**src/design/fcbh_pkg.sv**
```systemverilog
// fcbh_pkg: shared types and constants of the float class and bit-length histogram
// used by fcbh_front, fcbh_back, the top level and the testbench; no dependencies
`timescale 1ns / 1ps

package fcbh_pkg;

	localparam int MAX_FRACTION_BITS = 52;
	localparam int MAX_EXPONENT_BITS = 11;
	localparam int COUNT_WIDTH       = 32;

	// ieee field widths
	localparam int SGL_EXP  = 8;
	localparam int SGL_FRAC = 23;
	localparam int DBL_EXP  = 11;
	localparam int DBL_FRAC = 52;

	// histogram geometry
	localparam int NORM_STRIDE = MAX_EXPONENT_BITS + 1;
	localparam int NORM_DEPTH  = (MAX_FRACTION_BITS + 1) * NORM_STRIDE;
	localparam int DEN_DEPTH   = MAX_FRACTION_BITS + 1;
	localparam int NORM_AW     = $clog2(NORM_DEPTH);
	localparam int DEN_AW      = $clog2(DEN_DEPTH);

	// item field widths
	localparam int VALUE_W = 64;
	localparam int TBL_W   = 2;
	localparam int FLEN_W  = 6;
	localparam int ELEN_W  = 4;

	localparam int S_BITS    = VALUE_W + TBL_W + FLEN_W + ELEN_W;
	localparam int S_TDATA_W = ((S_BITS + 7) / 8) * 8;
	localparam int M_BITS    = 1 + ELEN_W + FLEN_W + 8 * COUNT_WIDTH;
	localparam int M_TDATA_W = ((M_BITS + 7) / 8) * 8;

	// queue between front and back, result buffer
	localparam int QUEUE_DEPTH = 4;
	localparam int QUEUE_AW    = $clog2(QUEUE_DEPTH);
	localparam int QUEUE_CW    = $clog2(QUEUE_DEPTH + 1);
	localparam int OUT_DEPTH   = 4;
	localparam int OUT_AW      = $clog2(OUT_DEPTH);
	localparam int OUT_CW      = $clog2(OUT_DEPTH + 1);

	typedef enum logic {
		ACT_RECORD = 1'b0,
		ACT_READ   = 1'b1
	} action_t;

	typedef enum logic [1:0] {
		CLS_NORMAL   = 2'd0,
		CLS_DENORMAL = 2'd1,
		CLS_NAN      = 2'd2,
		CLS_INF      = 2'd3
	} class_t;

	typedef enum logic [TBL_W-1:0] {
		TBL_NORM_POS = 2'd0,
		TBL_NORM_NEG = 2'd1,
		TBL_DEN_POS  = 2'd2,
		TBL_DEN_NEG  = 2'd3
	} table_t;

	// classified item handed from front to back
	typedef struct packed {
		action_t             act;
		class_t              cls;
		logic                neg;
		logic [ELEN_W-1:0]   exp_len;
		logic [FLEN_W-1:0]   frac_len;
		table_t              tbl;
		logic [NORM_AW-1:0]  addr;
		logic                bin_ok;
		logic                bin_inc;
	} item_t;

endpackage

```
**src/design/fcbh_front.sv**
```systemverilog
// fcbh_front: accepts stream items, classifies the float and forms the bin address,
// and holds classified items in a short queue; depends on fcbh_pkg
`timescale 1ns / 1ps

module fcbh_front (
	input  logic                           clk,
	input  logic                           arst_n,
	input  logic                           format_select,
	input  logic                           hold,
	input  logic                           s_tvalid,
	output logic                           s_tready,
	// value, bin_table, bin_fraction_len, bin_exponent_len
	input  logic [fcbh_pkg::S_TDATA_W-1:0] s_tdata,
	// action
	input  logic [0:0]                     s_tuser,
	output fcbh_pkg::item_t                head,
	output logic                           head_valid,
	input  logic                           head_pop
);
	import fcbh_pkg::*;

	logic [VALUE_W-1:0]  value;
	table_t              bt;
	logic [FLEN_W-1:0]   bf;
	logic [ELEN_W-1:0]   be;
	action_t             act;

	logic [DBL_FRAC-1:0] frac;
	logic [DBL_EXP-1:0]  expo;
	logic                sign;
	logic                exp_ones;
	logic [FLEN_W-1:0]   fw;
	logic [FLEN_W-1:0]   tz;
	logic [FLEN_W-1:0]   flen;
	logic [ELEN_W-1:0]   elen;
	class_t              cls;
	logic                rd_den;
	item_t               new_item;

	item_t               q_item_q [QUEUE_DEPTH];
	logic [QUEUE_AW-1:0] q_wr_q;
	logic [QUEUE_AW-1:0] q_rd_q;
	logic [QUEUE_CW-1:0] q_count_q;
	logic                push;

	assign value = s_tdata[VALUE_W-1:0];
	assign bt    = table_t'(s_tdata[VALUE_W +: TBL_W]);
	assign bf    = s_tdata[VALUE_W+TBL_W +: FLEN_W];
	assign be    = s_tdata[VALUE_W+TBL_W+FLEN_W +: ELEN_W];
	assign act   = action_t'(s_tuser[0]);

	// split the value by format
	always_comb begin
		if (format_select) begin
			frac     = value[DBL_FRAC-1:0];
			expo     = value[DBL_FRAC +: DBL_EXP];
			sign     = value[DBL_FRAC+DBL_EXP];
			exp_ones = &value[DBL_FRAC +: DBL_EXP];
			fw       = FLEN_W'(DBL_FRAC);
		end else begin
			frac     = DBL_FRAC'(value[SGL_FRAC-1:0]);
			expo     = DBL_EXP'(value[SGL_FRAC +: SGL_EXP]);
			sign     = value[SGL_FRAC+SGL_EXP];
			exp_ones = &value[SGL_FRAC +: SGL_EXP];
			fw       = FLEN_W'(SGL_FRAC);
		end
	end

	// highest set exponent bit and lowest set fraction bit
	always_comb begin
		elen = '0;
		for (int i = 0; i < DBL_EXP; i++) begin
			if (expo[i]) begin
				elen = ELEN_W'(i + 1);
			end
		end
		tz = '0;
		for (int i = DBL_FRAC - 1; i >= 0; i--) begin
			if (frac[i]) begin
				tz = FLEN_W'(i);
			end
		end
		flen = (frac == '0) ? '0 : fw - tz;
	end

	always_comb begin
		priority if (expo == '0) begin
			cls = CLS_DENORMAL;
		end else if (exp_ones) begin
			cls = (frac == '0) ? CLS_INF : CLS_NAN;
		end else begin
			cls = CLS_NORMAL;
		end
	end

	assign rd_den = (bt == TBL_DEN_POS) || (bt == TBL_DEN_NEG);

	always_comb begin
		new_item.act = act;
		if (act == ACT_RECORD) begin
			new_item.cls      = cls;
			new_item.neg      = sign;
			new_item.exp_len  = elen;
			new_item.frac_len = flen;
			new_item.tbl      = table_t'({cls == CLS_DENORMAL, sign});
			new_item.addr     = (cls == CLS_DENORMAL) ? NORM_AW'(flen)
				: NORM_AW'(flen) * NORM_AW'(NORM_STRIDE) + NORM_AW'(elen);
			new_item.bin_ok   = 1'b1;
			// a bin outside its table is not incremented
			new_item.bin_inc  = ((cls == CLS_NORMAL) && (flen <= FLEN_W'(MAX_FRACTION_BITS))
				&& (elen <= ELEN_W'(MAX_EXPONENT_BITS)))
				|| ((cls == CLS_DENORMAL) && (flen <= FLEN_W'(MAX_FRACTION_BITS)));
		end else begin
			new_item.cls      = CLS_NORMAL;
			new_item.neg      = 1'b0;
			new_item.exp_len  = '0;
			new_item.frac_len = '0;
			new_item.tbl      = bt;
			new_item.addr     = rd_den ? NORM_AW'(bf)
				: NORM_AW'(bf) * NORM_AW'(NORM_STRIDE) + NORM_AW'(be);
			new_item.bin_ok   = (bf <= FLEN_W'(MAX_FRACTION_BITS))
				&& (rd_den || (be <= ELEN_W'(MAX_EXPONENT_BITS)));
			new_item.bin_inc  = 1'b0;
		end
	end

	// queue towards the back part
	assign s_tready   = !hold && (q_count_q != QUEUE_CW'(QUEUE_DEPTH));
	assign push       = s_tvalid && s_tready;
	assign head_valid = (q_count_q != '0);
	assign head       = q_item_q[q_rd_q];

	always_ff @(posedge clk or negedge arst_n) begin
		if (!arst_n) begin
			q_wr_q    <= '0;
			q_rd_q    <= '0;
			q_count_q <= '0;
		end else begin
			if (push) begin
				q_wr_q <= q_wr_q + 1'b1;
			end
			if (head_pop) begin
				q_rd_q <= q_rd_q + 1'b1;
			end
			if (push && !head_pop) begin
				q_count_q <= q_count_q + 1'b1;
			end else if (!push && head_pop) begin
				q_count_q <= q_count_q - 1'b1;
			end
		end
	end

	always_ff @(posedge clk) begin
		if (push) begin
			q_item_q[q_wr_q] <= new_item;
		end
	end

endmodule

```
**config.mk**
```make
export PLATFORM = sky130hd
export DESIGN_NAME = fcbh_front
export DESIGN_NICKNAME = d
export VERILOG_FILES = /design/src/design/fcbh_pkg.sv /design/src/design/fcbh_front.sv
export SDC_FILE = /design/constraint.sdc
export NUM_CORES = 1
export LEC_CHECK = 0
export ABC_AREA = 1
export BUFFER_PORTS_ARGS = -buffer_cell sky130_fd_sc_hd__buf_2
export CAP_MARGIN = 5
export CELL_PAD_IN_SITES_DETAIL_PLACEMENT = 1
export CELL_PAD_IN_SITES_GLOBAL_PLACEMENT = 1
export CORE_MARGIN = 1.5
export CORE_UTILIZATION = 47
export DETAILED_ROUTE_END_ITERATION = 7
export GPL_TIMING_DRIVEN = 1
export PLACE_DENSITY = 0.86
export SLEW_MARGIN = 15
export SYNTH_ARGS = -nofsm -noshare
export SYNTH_HDL_FRONTEND = slang
export SYNTH_SLANG_ARGS = --single-unit
```
**constraint.sdc**
```tcl
create_clock -name clk -period 5.3 [get_ports clk]
set_clock_uncertainty 0.05 [all_clocks]
set_input_delay 0.265 -clock clk [delete_from_list [all_inputs] [get_ports clk]]
set_output_delay 0.265 -clock clk [all_outputs]
set_load 0.05 [all_outputs]
```
==> run summary <==
antenna violations before repair -> 0
share of layout cells above drive strength 1 -> 0.282
WL final -> 21800 µm
maximum VDD drop -> 326 µV
Sequential Area -> 3540 µm²
Die ar. -> 15500 µm²
clock slew at reported path FFs -> 50 ps
htree depth -> 4
sequential area share after synthesis -> 0.511
1st-iter DRT viols -> 426
most frequent cell after synthesis -> nand2_1
GRT overflow -> 0
Worst Path Max Fanout -> 8
clk_lat worst skew -> 420 ps
site row count -> 44
Total Routing Usage GR -> 0.283
via/cell ratio -> 5.61
Area Overhead vs Synth -> 25.6%
Tcrit/Tclk final -> 1.04
Synth Area in Compound Gates -> 0.128
Synth Register Bits -> 119
share of flip-flops with an asynchronous set or reset -> 0.0588
Num CTS Buffers -> 17
Final WS setup -> -189 ps
drt first pass iters -> 5
maximum clock path buffer count -> 2
area of the mapped netlist -> 6930 µm²
n_diodes -> 0
pre-CTS setup slack -> -772 ps
wire per inst -> 19.7 µm
run status -> finished with violations
Warnings, synthesis -> 0
hold crit path type -> in -> reg
Die H -> 124 µm
CTS tree -> yes
Layout Cells excl Fill -> 1110
Ports -> 117
crit start category -> input pin
Fin. Hold Viols -> 0
CORE AREA -> 14500 µm²
footprint of the multi-input gates -> 3120 µm²
DRT antenna net count -> 0
f_max -> 182 MHz
Post-Synthesis Net Count -> 880
max-slew violations -> 0
Final Critical Period -> 5490 ps
Post-synth top cells -> nand2_1 (142), nor2_1 (118), edfxtp_1 (112), inv_1 (83), o21ai_0 (75)
main combinational cell family by area after synthesis -> simple AND/OR/NAND/NOR gates
Net count, final -> 1033
Worst path top cell family by delay -> simple AND/OR/NAND/NOR gates
placed insts -> 1069
Post-DP HPWL -> 14600 µm
number of flops mapped to enable cells by yosys -> 112
violated checks -> negative setup slack
Synth area leader -> edfxtp_1
Yosys top cell area share -> 0.485
Yosys cell types -> 49
max_cap viols -> 0
Final GP Congestion -> 0.879
slowest stage delay, CP -> 350 ps
I/O Buffers -> 112
Post-Synth Adder-Cell Area -> 0.0661
Vias -> 6225
Buf+Inv Stages, Crit Path -> 3
Filler Cells Inserted -> 1698
Post-Syn Instances -> 760
Synth Area in XOR/XNOR -> 0.0240
multiplexer area fraction after synthesis -> 0.00578
P_leak -> 0.00379 µW
crit end category -> register
Post-route DRC -> 0
final setup violating endpoints -> 16
Post-Synth Simple-Gate Area -> 0.198
CP required -> 5390 ps
cell mode on critical path -> nand2_1
ys flop type -> edfxtp_1
PD cells -> 483 nW/µm²
crit path DAT -> 5580 ps
critical path's slowest cell -> fa_2
RSZ-0062 raised after global routing -> yes
Synth Area per Inst -> 9.12 µm²
top area cells in the synthesized netlist -> edfxtp_1 (49%), nand2_1 (7.7%), nor2_1 (6.4%)
number of global-route vias before repair -> 6830
Setup CP Type -> in -> reg
largest net degree at the start of global routing -> 60
Initial Util -> 0.479
Die X -> 124 µm
# clock sinks -> 119
first-pass GRT wire length -> 34200 µm
Worst slew margin -> 0.347
actual slew at the worst max-slew pin -> 978 ps
Clock Tree Root -> clkbuf_16
==> report_power, final <==
group | internal, µW | total (µW) | switching (µW)
clock network | 679 | 1070 | 389
logic | 492 | 1880 | 1390
registers | 1170 | 1250 | 76.6
total | 2350 | 4200 | 1850
==> kinds of logic (layout without fill, tap and decap cells) <==
kind of cell	count (synthesis)	count (layout)
AO/OA/AOI/OAI	151	151
flip-flops	119	119
buffers and inverters	112	278
adder cells (fa/ha/maj)	33	33
multiplexers	4	4
XOR/XNOR	19	19
AND/OR/NAND/NOR	322	322
==> area by class of cell <==
| type | count | area share |
|---|---|---|
| clock buffer | 20 | 0.0502 |
| clock inverter | 12 | 0.0127 |
| inverter | 86 | 0.0371 |
| multi-input combinational | 529 | 0.358 |
| sequential | 119 | 0.407 |
| tap | 184 | 0.0265 |
| timing repair buffer | 160 | 0.109 |
==> layer usage <==
| metal | GRT usage | routed length, µm |
|---|---|---|
| met1 | 0.301 | 8080 |
| met2 | 0.530 | 11800 |
| met3 | 0.0537 | 1010 |
| met4 | 0.143 | 911 |
| met5 | 0 | 0 |
==> worst paths after layout <==
check | start | endpoint | slack [ps] | depth (start not counted)
max | format_select | q_item_q[1][11]$_DFFE_PP_ | -190 | 66
min | head_pop | q_rd_q[0]$_DFFE_PN0P_ | 30 | 2
max in group asynchronous | arst_n | q_rd_q[0]$_DFFE_PN0P_ | 4890 | 2
max reg2reg | q_count_q[1]$_DFFE_PN0P_ | q_count_q[2]$_DFFE_PN0P_ | 2790 | 10
min in group asynchronous | arst_n | q_count_q[2]$_DFFE_PN0P_ | 160 | 2
min reg2reg | q_count_q[0]$_DFFE_PN0P_ | q_count_q[0]$_DFFE_PN0P_ | 490 | 1
==> sequential cells by signal (all words and copies together) (netlist names) <==
signal     flops
q_rd_q         2
q_count_q      3
q_item_q     112
q_wr_q         2
==> through the flow <==
stage | hold WS [ps] | setup TNS [ps] | power [µW] | instance area [µm²] | util
final | 32.1 | -1760 | 4200 | 8700 | 0.601
after global routing | 57.9 | -14210 | 4370 | 8700 | 0.601
after CTS | 33.6 | -423 | 4150 | 8610 | 0.595
after detailed placement | 56.6 | -14630 | 3040 | 7910 | 0.546
after global placement | 51.4 | -6270 | 2940 | 7910 | 0.546
after floorplan | -80.6 | 0 | 2510 | 6940 | -
==> repair_timing <==
| action | 4_1_cts | 5_1_grt |
|---|---|---|
| pin swaps | 13 | 7 |
| hold buffers | 1 | 0 |
| gates resized for setup | 25 | 15 |
| endpoints found under the setup margin | 24 | 28 |
| gates cloned | 0 | 0 |
| hold endpoints to repair | 7 | 0 |
| setup buffers | 6 | 2 |
==> cells in the final DEF (no fill, tap or decap), types with 4 or more instances in the layout <==
cell type and instances:
a31oi_1 5, xor2_1 10, edfxtp_1 112, nand2_1 138, inv_2 6, clkbuf_16 17
buf_4 45, ha_1 24, inv_1 80, o22ai_1 28, dfrtp_1 7, nor2_1 111
buf_2 110, nor2_4 7, nor2_2 4, clkinv_2 4, mux2i_1 4, nand4_1 6
nand2_2 22, o21ai_0 75, a21oi_1 17, clkinv_1 4, nand3_1 14
==> worst register-to-register path, stage by stage (launching register included) <==
cell	delay (ps)
dfrtp_1	360
inv_1	80
a31oi_1	220
nand2_1	330
inv_1	230
ha_1	160
inv_1	60
fa_1	380
a21oi_1	170
o21ai_0	150
xor2_1	170
Note: power is estimated with default switching activity, not from simulation.
